--- src/rtl/erwa_pkg.sv ---
package erwa_pkg;

   // field widths
   localparam int DIST_W  = 16;
   localparam int ECHO_W  = 16;
   localparam int SCALE_W = 12;
   localparam int PROD_W  = ECHO_W + SCALE_W;
   localparam int FRAC_SHIFT = 8;
   localparam int CSR_IDX_W  = 2;
   localparam int CSR_DATA_W = 16;

   // default window length
   localparam int WINDOW_DEFAULT = 5;

   // register indexes
   localparam logic [CSR_IDX_W-1:0] CSR_SCALE_FACTOR = 2'd0;
   localparam logic [CSR_IDX_W-1:0] CSR_ECHO_TIMEOUT = 2'd1;
   localparam logic [CSR_IDX_W-1:0] CSR_MIN_DISTANCE = 2'd2;
   localparam logic [CSR_IDX_W-1:0] CSR_OBST_DISTANCE = 2'd3;

   // register reset values
   localparam logic [SCALE_W-1:0] SCALE_RESET   = 12'd1124;
   localparam logic [ECHO_W-1:0]  TIMEOUT_RESET = 16'd10000;
   localparam logic [DIST_W-1:0]  MIN_RESET     = 16'd512;
   localparam logic [DIST_W-1:0]  OBST_RESET    = 16'd5120;

   // item codes
   localparam logic OP_MEASURE = 1'b0;
   localparam logic OP_CLEAR   = 1'b1;
   localparam logic SENSOR_LEFT  = 1'b0;
   localparam logic SENSOR_RIGHT = 1'b1;

   // sequencer to window store
   typedef struct packed {
      logic              clear;
      logic              insert;
      logic              sensor;
      logic [DIST_W-1:0] reading;
   } win_ctrl_type;

endpackage

--- src/rtl/erwa_ifs.sv ---
// request channel
interface erwa_req_if;
   logic                       valid;
   logic                       ready;
   logic                       op;
   logic                       sensor;
   logic [erwa_pkg::ECHO_W-1:0] echo_us;

   modport source (output valid, output op, output sensor, output echo_us, input ready);
   modport sink (input valid, input op, input sensor, input echo_us, output ready);
endinterface

// response channel
interface erwa_rsp_if;
   logic                       valid;
   logic                       ready;
   logic [erwa_pkg::DIST_W-1:0] measured_distance;
   logic                       measurement_valid;
   logic [erwa_pkg::DIST_W-1:0] left_average;
   logic                       left_valid;
   logic [erwa_pkg::DIST_W-1:0] right_average;
   logic                       right_valid;
   logic                       obstacle;
   logic                       any_valid;

   modport source (output valid, output measured_distance, output measurement_valid,
                   output left_average, output left_valid, output right_average,
                   output right_valid, output obstacle, output any_valid, input ready);
   modport sink (input valid, input measured_distance, input measurement_valid,
                 input left_average, input left_valid, input right_average,
                 input right_valid, input obstacle, input any_valid, output ready);
endinterface

--- src/rtl/erwa_div.sv ---
// shared restoring divider, two quotient bits per cycle
module erwa_div #(
   parameter int SUM_W = 19,
   parameter int CNT_W = 3
) (
   input  logic             clock,
   input  logic             reset,
   input  logic             start,
   input  logic [SUM_W-1:0] dividend,
   input  logic [CNT_W-1:0] divisor,
   output logic             done,
   output logic [SUM_W-1:0] quotient
);

   localparam int STEPS  = (SUM_W + 1) / 2;
   localparam int PAD_W  = 2 * STEPS;
   localparam int REM_W  = CNT_W + 1;
   localparam int ITER_W = $clog2(STEPS + 1);

   logic [PAD_W-1:0]  q_ff, q_in;
   logic [REM_W-1:0]  rem_ff, rem_in;
   logic [CNT_W-1:0]  div_ff;
   logic [ITER_W-1:0] iter_ff;
   logic              busy_ff, done_ff;

   // two shift and subtract steps
   always_comb begin
      logic [REM_W-1:0] r;
      logic [PAD_W-1:0] q;
      r = rem_ff;
      q = q_ff;
      for (int k = 0; k < 2; k++) begin
         r = {r[REM_W-2:0], q[PAD_W-1]};
         q = {q[PAD_W-2:0], 1'b0};
         if (r >= {1'b0, div_ff}) begin
            r    = r - {1'b0, div_ff};
            q[0] = 1'b1;
         end
      end
      rem_in = r;
      q_in   = q;
   end

   // control
   always_ff @(posedge clock) begin
      if (reset) begin
         busy_ff <= 1'b0;
         done_ff <= 1'b0;
         iter_ff <= '0;
      end else begin
         done_ff <= 1'b0;
         if (start) begin
            busy_ff <= 1'b1;
            iter_ff <= ITER_W'(STEPS);
         end else if (busy_ff) begin
            iter_ff <= iter_ff - 1'b1;
            if (iter_ff == ITER_W'(1)) begin
               busy_ff <= 1'b0;
               done_ff <= 1'b1;
            end
         end
      end
   end

   // datapath
   always_ff @(posedge clock) begin
      if (start) begin
         q_ff   <= PAD_W'(dividend);
         rem_ff <= '0;
         div_ff <= divisor;
      end else if (busy_ff) begin
         q_ff   <= q_in;
         rem_ff <= rem_in;
      end
   end

   assign done     = done_ff;
   assign quotient = q_ff[SUM_W-1:0];

endmodule

--- src/rtl/erwa_win.sv ---
// two reading windows with fill counts and running sums
module erwa_win #(
   parameter int WINDOW = erwa_pkg::WINDOW_DEFAULT
) (
   input  logic                         clock,
   input  logic                         reset,
   input  erwa_pkg::win_ctrl_type       ctrl,
   output logic [$clog2(WINDOW+1)-1:0]  count [2],
   output logic [erwa_pkg::DIST_W+$clog2(WINDOW)-1:0] sum [2]
);

   localparam int CNT_W = $clog2(WINDOW + 1);
   localparam int POS_W = (WINDOW > 1) ? $clog2(WINDOW) : 1;
   localparam int SUM_W = erwa_pkg::DIST_W + $clog2(WINDOW);
   localparam int DW    = erwa_pkg::DIST_W;

   logic [DW-1:0]    win_ff    [2][WINDOW];
   logic [CNT_W-1:0] count_ff  [2];
   logic [POS_W-1:0] oldest_ff [2];
   logic [SUM_W-1:0] sum_ff    [2];

   logic             full;
   logic [CNT_W:0]   pos_wide;
   logic [POS_W-1:0] wpos;
   logic [POS_W-1:0] oldest_next;
   logic [DW-1:0]    old_val;
   logic [SUM_W-1:0] sum_in;

   // write position and sum update of the addressed window
   always_comb begin
      full     = (count_ff[ctrl.sensor] == CNT_W'(WINDOW));
      pos_wide = (CNT_W+1)'(oldest_ff[ctrl.sensor]) + (CNT_W+1)'(count_ff[ctrl.sensor]);
      if (pos_wide >= (CNT_W+1)'(WINDOW)) begin
         pos_wide = pos_wide - (CNT_W+1)'(WINDOW);
      end
      wpos    = full ? oldest_ff[ctrl.sensor] : pos_wide[POS_W-1:0];
      old_val = win_ff[ctrl.sensor][oldest_ff[ctrl.sensor]];
      if (oldest_ff[ctrl.sensor] == POS_W'(WINDOW - 1)) begin
         oldest_next = '0;
      end else begin
         oldest_next = oldest_ff[ctrl.sensor] + 1'b1;
      end
      sum_in = sum_ff[ctrl.sensor] + SUM_W'(ctrl.reading) - (full ? SUM_W'(old_val) : '0);
   end

   // counts, pointers and sums
   always_ff @(posedge clock) begin
      if (reset || ctrl.clear) begin
         for (int s = 0; s < 2; s++) begin
            count_ff[s]  <= '0;
            oldest_ff[s] <= '0;
            sum_ff[s]    <= '0;
         end
      end else if (ctrl.insert) begin
         sum_ff[ctrl.sensor] <= sum_in;
         if (full) begin
            oldest_ff[ctrl.sensor] <= oldest_next;
         end else begin
            count_ff[ctrl.sensor] <= count_ff[ctrl.sensor] + 1'b1;
         end
      end
   end

   // reading store
   always_ff @(posedge clock) begin
      if (ctrl.insert && !ctrl.clear) begin
         win_ff[ctrl.sensor][wpos] <= ctrl.reading;
      end
   end

   assign count = count_ff;
   assign sum   = sum_ff;

endmodule

--- src/rtl/echo_range_window_average_core.sv ---
// channel   dir  handshake          payload
// req_port  in   valid/ready        op, sensor, echo_us
// rsp_port  out  valid/ready        distance, averages, valid flags, obstacle
// csr_*     in   csr_we, no stall   csr_index, csr_wdata
//
// a transfer in passes the multiply, window insert, left divide, right divide and done states
// and then the output register; the next item is taken only once the sequencer is idle again
// the shared divider is run once per window at two bits a cycle
// req_port.ready is high only while the sequencer is idle
// a finished result waits in the output register; a new item may be taken meanwhile
// reset is synchronous and empties both windows and restores register defaults
module echo_range_window_average_core #(
   parameter int WINDOW = erwa_pkg::WINDOW_DEFAULT
) (
   input  logic                              clock,
   input  logic                              reset,
   erwa_req_if.sink                          req_port,
   erwa_rsp_if.source                        rsp_port,
   input  logic                              csr_we,
   input  logic [erwa_pkg::CSR_IDX_W-1:0]    csr_index,
   input  logic [erwa_pkg::CSR_DATA_W-1:0]   csr_wdata
);

   localparam int CNT_W = $clog2(WINDOW + 1);
   localparam int SUM_W = erwa_pkg::DIST_W + $clog2(WINDOW);
   localparam int DW    = erwa_pkg::DIST_W;
   localparam int PW    = erwa_pkg::PROD_W;

   localparam logic [2:0] S_IDLE   = 3'd0;
   localparam logic [2:0] S_MUL    = 3'd1;
   localparam logic [2:0] S_INS    = 3'd2;
   localparam logic [2:0] S_LSTART = 3'd3;
   localparam logic [2:0] S_LWAIT  = 3'd4;
   localparam logic [2:0] S_RWAIT  = 3'd5;
   localparam logic [2:0] S_DONE   = 3'd6;

   logic [2:0] state_ff;

   // configuration registers
   logic [erwa_pkg::SCALE_W-1:0] scale_ff;
   logic [erwa_pkg::ECHO_W-1:0]  timeout_ff;
   logic [DW-1:0]                min_ff;
   logic [DW-1:0]                obst_ff;

   // item registers
   logic                        op_ff, sensor_ff;
   logic [erwa_pkg::ECHO_W-1:0] echo_ff;
   logic [PW-1:0]               prod_ff;
   logic                        noecho_ff;
   logic [DW-1:0]               dist_ff, dist_in;
   logic                        mvalid_ff, mvalid_in;
   logic [DW-1:0]               la_ff, ra_ff;

   // output register
   logic          rsp_valid_ff;
   logic [DW-1:0] rsp_dist_ff, rsp_la_ff, rsp_ra_ff;
   logic          rsp_mvalid_ff, rsp_lv_ff, rsp_rv_ff, rsp_obst_ff;

   erwa_pkg::win_ctrl_type win_ctrl;
   logic [CNT_W-1:0] count [2];
   logic [SUM_W-1:0] sum   [2];

   logic             div_start, div_done, sel_right;
   logic [SUM_W-1:0] div_q;
   logic             accept, out_free;
   logic             lv, rv;

   assign accept   = req_port.valid && req_port.ready;
   assign out_free = !rsp_valid_ff || rsp_port.ready;
   assign req_port.ready = (state_ff == S_IDLE);

   // register writes
   always_ff @(posedge clock) begin
      if (reset) begin
         scale_ff   <= erwa_pkg::SCALE_RESET;
         timeout_ff <= erwa_pkg::TIMEOUT_RESET;
         min_ff     <= erwa_pkg::MIN_RESET;
         obst_ff    <= erwa_pkg::OBST_RESET;
      end else if (csr_we) begin
         case (csr_index)
            erwa_pkg::CSR_SCALE_FACTOR:  scale_ff   <= csr_wdata[erwa_pkg::SCALE_W-1:0];
            erwa_pkg::CSR_ECHO_TIMEOUT:  timeout_ff <= csr_wdata;
            erwa_pkg::CSR_MIN_DISTANCE:  min_ff     <= csr_wdata;
            erwa_pkg::CSR_OBST_DISTANCE: obst_ff    <= csr_wdata;
            default: ;
         endcase
      end
   end

   // distance and window entry decision
   always_comb begin
      if (op_ff == erwa_pkg::OP_CLEAR || noecho_ff) begin
         dist_in = '0;
      end else if (prod_ff[PW-1:erwa_pkg::FRAC_SHIFT+DW] != '0) begin
         dist_in = '1;
      end else begin
         dist_in = prod_ff[erwa_pkg::FRAC_SHIFT +: DW];
      end
      mvalid_in = (op_ff == erwa_pkg::OP_MEASURE) && !noecho_ff && (dist_in > min_ff);
   end

   always_comb begin
      win_ctrl.clear   = (state_ff == S_INS) && (op_ff == erwa_pkg::OP_CLEAR);
      win_ctrl.insert  = (state_ff == S_INS) && mvalid_in;
      win_ctrl.sensor  = sensor_ff;
      win_ctrl.reading = dist_in;
   end

   erwa_win #(.WINDOW(WINDOW)) u_win (
      .clock (clock),
      .reset (reset),
      .ctrl  (win_ctrl),
      .count (count),
      .sum   (sum)
   );

   // divider runs left window first, then right
   assign sel_right = (state_ff == S_LWAIT);
   assign div_start = (state_ff == S_LSTART) || ((state_ff == S_LWAIT) && div_done);

   erwa_div #(.SUM_W(SUM_W), .CNT_W(CNT_W)) u_div (
      .clock    (clock),
      .reset    (reset),
      .start    (div_start),
      .dividend (sel_right ? sum[1] : sum[0]),
      .divisor  (sel_right ? count[1] : count[0]),
      .done     (div_done),
      .quotient (div_q)
   );

   // sequencer
   always_ff @(posedge clock) begin
      if (reset) begin
         state_ff <= S_IDLE;
      end else begin
         case (state_ff)
            S_IDLE:   if (accept) state_ff <= S_MUL;
            S_MUL:    state_ff <= S_INS;
            S_INS:    state_ff <= S_LSTART;
            S_LSTART: state_ff <= S_LWAIT;
            S_LWAIT:  if (div_done) state_ff <= S_RWAIT;
            S_RWAIT:  if (div_done) state_ff <= S_DONE;
            S_DONE:   if (out_free) state_ff <= S_IDLE;
            default:  state_ff <= S_IDLE;
         endcase
      end
   end

   // item datapath
   always_ff @(posedge clock) begin
      if (accept) begin
         op_ff     <= req_port.op;
         sensor_ff <= req_port.sensor;
         echo_ff   <= req_port.echo_us;
      end
      if (state_ff == S_MUL) begin
         prod_ff   <= PW'(echo_ff) * PW'(scale_ff);
         noecho_ff <= (echo_ff == '0) || (echo_ff > timeout_ff);
      end
      if (state_ff == S_INS) begin
         dist_ff   <= dist_in;
         mvalid_ff <= mvalid_in;
      end
      if (state_ff == S_LWAIT && div_done) begin
         la_ff <= (count[0] == '0) ? '0 : div_q[DW-1:0];
      end
      if (state_ff == S_RWAIT && div_done) begin
         ra_ff <= (count[1] == '0) ? '0 : div_q[DW-1:0];
      end
   end

   assign lv = (la_ff > min_ff);
   assign rv = (ra_ff > min_ff);

   // output register
   always_ff @(posedge clock) begin
      if (reset) begin
         rsp_valid_ff <= 1'b0;
      end else if (state_ff == S_DONE && out_free) begin
         rsp_valid_ff <= 1'b1;
      end else if (rsp_port.ready) begin
         rsp_valid_ff <= 1'b0;
      end
   end

   always_ff @(posedge clock) begin
      if (state_ff == S_DONE && out_free) begin
         rsp_dist_ff   <= dist_ff;
         rsp_mvalid_ff <= mvalid_ff;
         rsp_la_ff     <= la_ff;
         rsp_ra_ff     <= ra_ff;
         rsp_lv_ff     <= lv;
         rsp_rv_ff     <= rv;
         rsp_obst_ff   <= (count[0] == '0) || (count[1] == '0) ||
                          (la_ff < obst_ff) || (ra_ff < obst_ff);
      end
   end

   assign rsp_port.valid             = rsp_valid_ff;
   assign rsp_port.measured_distance = rsp_dist_ff;
   assign rsp_port.measurement_valid = rsp_mvalid_ff;
   assign rsp_port.left_average      = rsp_la_ff;
   assign rsp_port.left_valid        = rsp_lv_ff;
   assign rsp_port.right_average     = rsp_ra_ff;
   assign rsp_port.right_valid       = rsp_rv_ff;
   assign rsp_port.obstacle          = rsp_obst_ff;
   assign rsp_port.any_valid         = rsp_lv_ff || rsp_rv_ff;

`ifndef SYNTH
   // fill counts stay within the window
   a_count_bound: assert property (@(posedge clock) disable iff (reset)
      (count[0] <= CNT_W'(WINDOW)) && (count[1] <= CNT_W'(WINDOW)))
      else $error("window fill count beyond window length");

   // an empty window carries no sum
   a_empty_sum: assert property (@(posedge clock) disable iff (reset)
      ((count[0] != '0) || (sum[0] == '0)) && ((count[1] != '0) || (sum[1] == '0)))
      else $error("empty window with nonzero sum");

   // divider finishes only while the sequencer waits for it
   a_div_done: assert property (@(posedge clock) disable iff (reset)
      div_done |-> (state_ff == S_LWAIT || state_ff == S_RWAIT))
      else $error("divider result outside a wait state");

   // a transfer in starts the multiply step
   a_accept_mul: assert property (@(posedge clock) disable iff (reset)
      accept |=> (state_ff == S_MUL))
      else $error("accepted item did not start");
`endif

endmodule

--- src/flat_wrapper.sv ---
// flat-port wrapper written by rule: the top's interface ports become plain ports
module echo_range_window_average_core_flat 
#(
   parameter int WINDOW = erwa_pkg::WINDOW_DEFAULT
)
  (clock, reset, csr_we, csr_index, csr_wdata, req_port_valid, req_port_op, req_port_sensor, req_port_echo_us, req_port_ready, rsp_port_valid, rsp_port_measured_distance, rsp_port_measurement_valid, rsp_port_left_average, rsp_port_left_valid, rsp_port_right_average, rsp_port_right_valid, rsp_port_obstacle, rsp_port_any_valid, rsp_port_ready);
  erwa_req_if req_port_i ();
  erwa_rsp_if rsp_port_i ();
  input  logic clock;
  input  logic reset;
  input  logic csr_we;
  input  logic [erwa_pkg::CSR_IDX_W-1:0] csr_index;
  input  logic [erwa_pkg::CSR_DATA_W-1:0] csr_wdata;
  input wire logic [$bits(req_port_i.valid)-1:0] req_port_valid;
  input wire logic [$bits(req_port_i.op)-1:0] req_port_op;
  input wire logic [$bits(req_port_i.sensor)-1:0] req_port_sensor;
  input wire logic [$bits(req_port_i.echo_us)-1:0] req_port_echo_us;
  output wire logic [$bits(req_port_i.ready)-1:0] req_port_ready;
  output wire logic [$bits(rsp_port_i.valid)-1:0] rsp_port_valid;
  output wire logic [$bits(rsp_port_i.measured_distance)-1:0] rsp_port_measured_distance;
  output wire logic [$bits(rsp_port_i.measurement_valid)-1:0] rsp_port_measurement_valid;
  output wire logic [$bits(rsp_port_i.left_average)-1:0] rsp_port_left_average;
  output wire logic [$bits(rsp_port_i.left_valid)-1:0] rsp_port_left_valid;
  output wire logic [$bits(rsp_port_i.right_average)-1:0] rsp_port_right_average;
  output wire logic [$bits(rsp_port_i.right_valid)-1:0] rsp_port_right_valid;
  output wire logic [$bits(rsp_port_i.obstacle)-1:0] rsp_port_obstacle;
  output wire logic [$bits(rsp_port_i.any_valid)-1:0] rsp_port_any_valid;
  input wire logic [$bits(rsp_port_i.ready)-1:0] rsp_port_ready;
  assign req_port_i.valid = req_port_valid;
  assign req_port_i.op = req_port_op;
  assign req_port_i.sensor = req_port_sensor;
  assign req_port_i.echo_us = req_port_echo_us;
  assign req_port_ready = req_port_i.ready;
  assign rsp_port_valid = rsp_port_i.valid;
  assign rsp_port_measured_distance = rsp_port_i.measured_distance;
  assign rsp_port_measurement_valid = rsp_port_i.measurement_valid;
  assign rsp_port_left_average = rsp_port_i.left_average;
  assign rsp_port_left_valid = rsp_port_i.left_valid;
  assign rsp_port_right_average = rsp_port_i.right_average;
  assign rsp_port_right_valid = rsp_port_i.right_valid;
  assign rsp_port_obstacle = rsp_port_i.obstacle;
  assign rsp_port_any_valid = rsp_port_i.any_valid;
  assign rsp_port_i.ready = rsp_port_ready;
  echo_range_window_average_core #(.WINDOW(WINDOW)) u_core (.clock(clock), .reset(reset), .req_port(req_port_i), .rsp_port(rsp_port_i), .csr_we(csr_we), .csr_index(csr_index), .csr_wdata(csr_wdata));
endmodule
--- config.mk ---
export PLATFORM = sky130hd
export DESIGN_NAME = echo_range_window_average_core_flat
export DESIGN_NICKNAME = d
export VERILOG_FILES = /design/src/rtl/erwa_pkg.sv /design/src/rtl/erwa_ifs.sv /design/src/rtl/erwa_div.sv /design/src/rtl/erwa_win.sv /design/src/rtl/echo_range_window_average_core.sv /design/src/flat_wrapper.sv
export SDC_FILE = /design/constraint.sdc
export NUM_CORES = 1
export LEC_CHECK = 0
export CAP_MARGIN = 10
export CORE_MARGIN = 1
export CORE_UTILIZATION = 60
export CTS_BUF_LIST = sky130_fd_sc_hd__clkbuf_8 sky130_fd_sc_hd__clkbuf_16
export DETAILED_ROUTE_END_ITERATION = 8
export DONT_BUFFER_PORTS = 1
export PLACE_DENSITY = 0.8
export RECOVER_POWER = 100
export SKIP_LAST_GASP = 1
export SYNTH_ARGS = -nofsm -noshare
export SYNTH_HDL_FRONTEND = slang
export SYNTH_HIERARCHICAL = 1
export SYNTH_SLANG_ARGS = --single-unit
--- constraint.sdc ---
create_clock -name clock -period 8.5 [get_ports clock]
set_input_delay 0.425 -clock clock [delete_from_list [all_inputs] [get_ports clock]]
set_output_delay 0.425 -clock clock [all_outputs]
set_load 0.005 [all_outputs]
==> summary.txt <==
Floorplan
  – Standard cell core area: 44400 sq um
  – Core Rows: 77
  – Initial Utilization: 61.2%
  – I/O pin count: 96
  – Total die area: 46100 sq um
  – Width of the chip: 215 um
  – DIE HEIGHT: 215 um

Routing
  – DRC: 0
  – Number of antenna-violating nets in the routed design: 0
  – Post-Route WL: 69000 um
  – Wire length per cell: 22.1 um
  – DR iter-0 viols: 1970
  – Total via count in the routed design: 19300
  – Drt first pass iters: 8
  – Per-cell via count in the routed design: 6.18

Status
  – Status: finished, violations left
  – Violated checks: max-capacitance violations, max-slew violations

Timing
  – Worst rel slew slack: -37.1%
  – Setup repair after global routing missed its margin: no
  – Final critical delay including setup and external delays: 6.86 ns
  – Pin slew with the least headroom to its limit: 2.06 ns
  – Final count of hold timing violations: 0
  – Setup Total Neg Slack: 0 ns
  – Period Utilization, post-route: 80.7%
  – Maximum clock frequency: 146 MHz
  – Final number of setup-violating endpoints: 0
  – Final number of max-transition violations: 104
  – Final Skew: 0.0225 ns

Worst setup path
  – Crit Path Max Fanout: 39
  – Setup CP Type: register to register
  – Worst endpoint required time: 8.72 ns
  – Start of the worst register-to-register path: u_core/sensor_ff$_DFFE_PP_
  – Kind of end point of the critical path: register
  – Crit path from: u_core/sensor_ff$_DFFE_PP_
  – Startpoint kind of the worst setup timing path: register
  – Terminus of the critical flop-to-flop path: u_core/u_win/win_ff[0][3]$_DFFE_PP_
  – Critical path arrival: 7.08 ns
  – Worst setup path endpoint: u_core/u_win/win_ff[0][3]$_DFFE_PP_
  – Worst-case register-to-register setup slack: 1.64 ns
  – Worst Reg2Reg Path Length in Cells: 14

Global routing
  – Total GRT Usage: 30.8%
  – Vias in the first global route: 19800
  – Pin count of the biggest net entering global routing: 69
  – Number of antenna violations at the first check in global routing: 3
  – Leftover overflow at the end of global routing: 0
  – Global-route wire length before repair: 110000 um

Synth
  – Net count after synthesis: 2894
  – Cell count after synthesis: 2503
  – Cell area after technology mapping: 27200 sq um
  – Average cell area after synthesis: 10.9 sq um
  – Synthesis warning total: 6

Clock tree
  – Number of setup buffers added after CTS: 0
  – Register clock-pin slew on the reported worst setup and hold paths: 0.07 ns
  – TritonCTS Buffers: 44
  – Worst-Skew Late Latency: 0.60 ns
  – CTS Hold Bufs: 36
  – Number of gates given a new drive strength after cts: 0
  – TritonCTS clock tree: yes
  – CTS H-Tree Depth: 2
  – CTS Sinks: 446
  – Maximum count of clock buffers along a single path: 3
  – Clock root buffer: sky130_fd_sc_hd__clkbuf_16

Final layout
  – Count of filler cells inserted in the layout: 3257
  – Number of nets in the layout: 2886
  – Signed area change from the synthesized netlist to the final layout: 7.48%
  – Footprint of the flip-flops and latches: 12200 sq um
  – Multi-input gate area: 13300 sq um
  – Proportion of layout cells with a drive suffix above 1: 5.38%

Placement
  – RD Place Congestion: 0.923
  – Number of port buffers: 0
  – DPL Wire Length: 48000 um

Pwr
  – Highest ir drop seen on vdd: 0.000223 V
  – Cell leakage power: 11.7 nW
  – Pwr Density: 233 nW/um^2
  – Final Power: 0.00681 W

Hold path
  – Type of the worst min-delay path: input port to register
  – Startpoint of the lowest-slack hold path: csr_wdata[3]

Flow run
  – Number of maximum-capacitance constraint violations: 4
report_power, final:
| group | internal [W] | total (W) | switching, W | leakage [nW] |
|---|---|---|---|---|
| Combinational | 0.000912 | 0.00232 | 0.00140 | 7.06 |
| Clock | 0.00102 | 0.00187 | 0.000854 | 0.709 |
| Sequential | 0.00253 | 0.00262 | 0.0000923 | 3.97 |
layer usage:
| metal | vias to the layer above | part of all wire, % | GRT usage (%) |
|---|---|---|---|
| met5 | - | 0.017 | 0 |
| met4 | 2 | 4.4 | 12.9 |
| li1 | 8543 | - | - |
| met2 | 1025 | 48 | 50.2 |
| met3 | 213 | 8.5 | 5.31 |
| met1 | 9498 | 39 | 40.9 |
cells in the final DEF (no fill, tap or decap), types with 6 or more instances in the layout:
master / count
sky130_fd_sc_hd__clkinv_2: 9
sky130_fd_sc_hd__o21bai_1: 6
sky130_fd_sc_hd__mux4_2: 16
sky130_fd_sc_hd__nand2_1: 397
sky130_fd_sc_hd__edfxtp_1: 328
sky130_fd_sc_hd__and2_0: 7
sky130_fd_sc_hd__xor2_1: 15
sky130_fd_sc_hd__nand2b_1: 12
sky130_fd_sc_hd__nor4_1: 11
sky130_fd_sc_hd__and3_1: 24
sky130_fd_sc_hd__o22ai_1: 15
sky130_fd_sc_hd__fa_1: 158
sky130_fd_sc_hd__inv_1: 302
sky130_fd_sc_hd__xnor2_1: 26
sky130_fd_sc_hd__clkinv_1: 8
sky130_fd_sc_hd__a211oi_1: 14
sky130_fd_sc_hd__a21oi_1: 155
sky130_fd_sc_hd__nand4_1: 31
sky130_fd_sc_hd__a221o_1: 6
sky130_fd_sc_hd__dfxtp_1: 118
sky130_fd_sc_hd__mux2_2: 31
sky130_fd_sc_hd__o21a_1: 25
sky130_fd_sc_hd__nand3_1: 24
sky130_fd_sc_hd__nor3_1: 19
sky130_fd_sc_hd__nor2_1: 93
sky130_fd_sc_hd__a311oi_1: 17
sky130_fd_sc_hd__clkbuf_1: 28
sky130_fd_sc_hd__clkbuf_16: 45
sky130_fd_sc_hd__o21ai_0: 39
sky130_fd_sc_hd__mux2i_1: 36
sky130_fd_sc_hd__dlygate4sd3_1: 35
sky130_fd_sc_hd__mux2_1: 17
sky130_fd_sc_hd__a21o_1: 41
sky130_fd_sc_hd__o211ai_1: 7
sky130_fd_sc_hd__and2_1: 68
sky130_fd_sc_hd__nand3b_1: 13
sky130_fd_sc_hd__ha_1: 192
sky130_fd_sc_hd__nor2b_1: 43
cell type report:
type | count | area share [%]
Multi-Input combinational cell | 1639 | 45.4
Inverter | 295 | 3.79
Clock inverter | 33 | 0.707
Timing Repair Buffer | 69 | 1.78
Antenna cell | 1 | 0.00857
Sequential cell | 446 | 41.8
Clock buffer | 47 | 3.95
Tap cell | 592 | 2.54
state kept, by name (all words and copies together) (netlist names), 20 cells and up:
| register | cells |
|---|---|
| u_core/u_win/sum | 38 |
| u_core/prod_ff | 20 |
| u_core/u_div/q_ff | 20 |
| u_core/u_win/win_ff | 160 |
worst max-delay path: stages (launching register included):
cell and delay [ns]:
sky130_fd_sc_hd__edfxtp_1 0.35, sky130_fd_sc_hd__buf_4 0.52, sky130_fd_sc_hd__mux2i_4 0.96, sky130_fd_sc_hd__inv_1 0.79
sky130_fd_sc_hd__ha_1 0.45, sky130_fd_sc_hd__inv_1 0.08, sky130_fd_sc_hd__fa_1 0.43, sky130_fd_sc_hd__ha_1 0.22
sky130_fd_sc_hd__nand2b_1 0.14, sky130_fd_sc_hd__a221oi_1 0.45, sky130_fd_sc_hd__mux2i_1 0.27, sky130_fd_sc_hd__a21oi_1 0.14
sky130_fd_sc_hd__or3_1 0.39, sky130_fd_sc_hd__nor3_1 0.76, sky130_fd_sc_hd__clkbuf_1 0.52
per-stage QoR:
step / cell area, sq um / cells / hold slack (ns) / setup slack [ns] / util, %
finish: 29200 / 3122 / 0.0156 / 1.64 / 65.7
global route: 29200 / 3122 / 0.00640 / 1.17 / 65.7
CTS: 29400 / 3118 / 0.0110 / 2.37 / 66.1
detailed placement: 27600 / 3002 / 0.405 / 2.42 / 62.2
global placement: 27600 / 3002 / 0.403 / 2.61 / 62.2
floorplan: 27200 / 2503 / 0.400 / 2.93 / -
worst min-delay path by stage:
| stage | to | depth (start not counted) |
|---|---|---|
| floorplan | u_core/rsp_port.measured_distance[0]$_DFFE_PP_ | 0 |
| detailed placement | u_core/rsp_port.measured_distance[15]$_DFFE_PP_ | 0 |
| finish | u_core/min_ff[3]$_SDFFE_PP0P_ | 2 |
| global route | u_core/min_ff[3]$_SDFFE_PP0P_ | 2 |
| CTS | u_core/min_ff[3]$_SDFFE_PP0P_ | 2 |
| global placement | u_core/rsp_port.measured_distance[6]$_DFFE_PP_ | 0 |
Power figures use the tool's default switching activity.
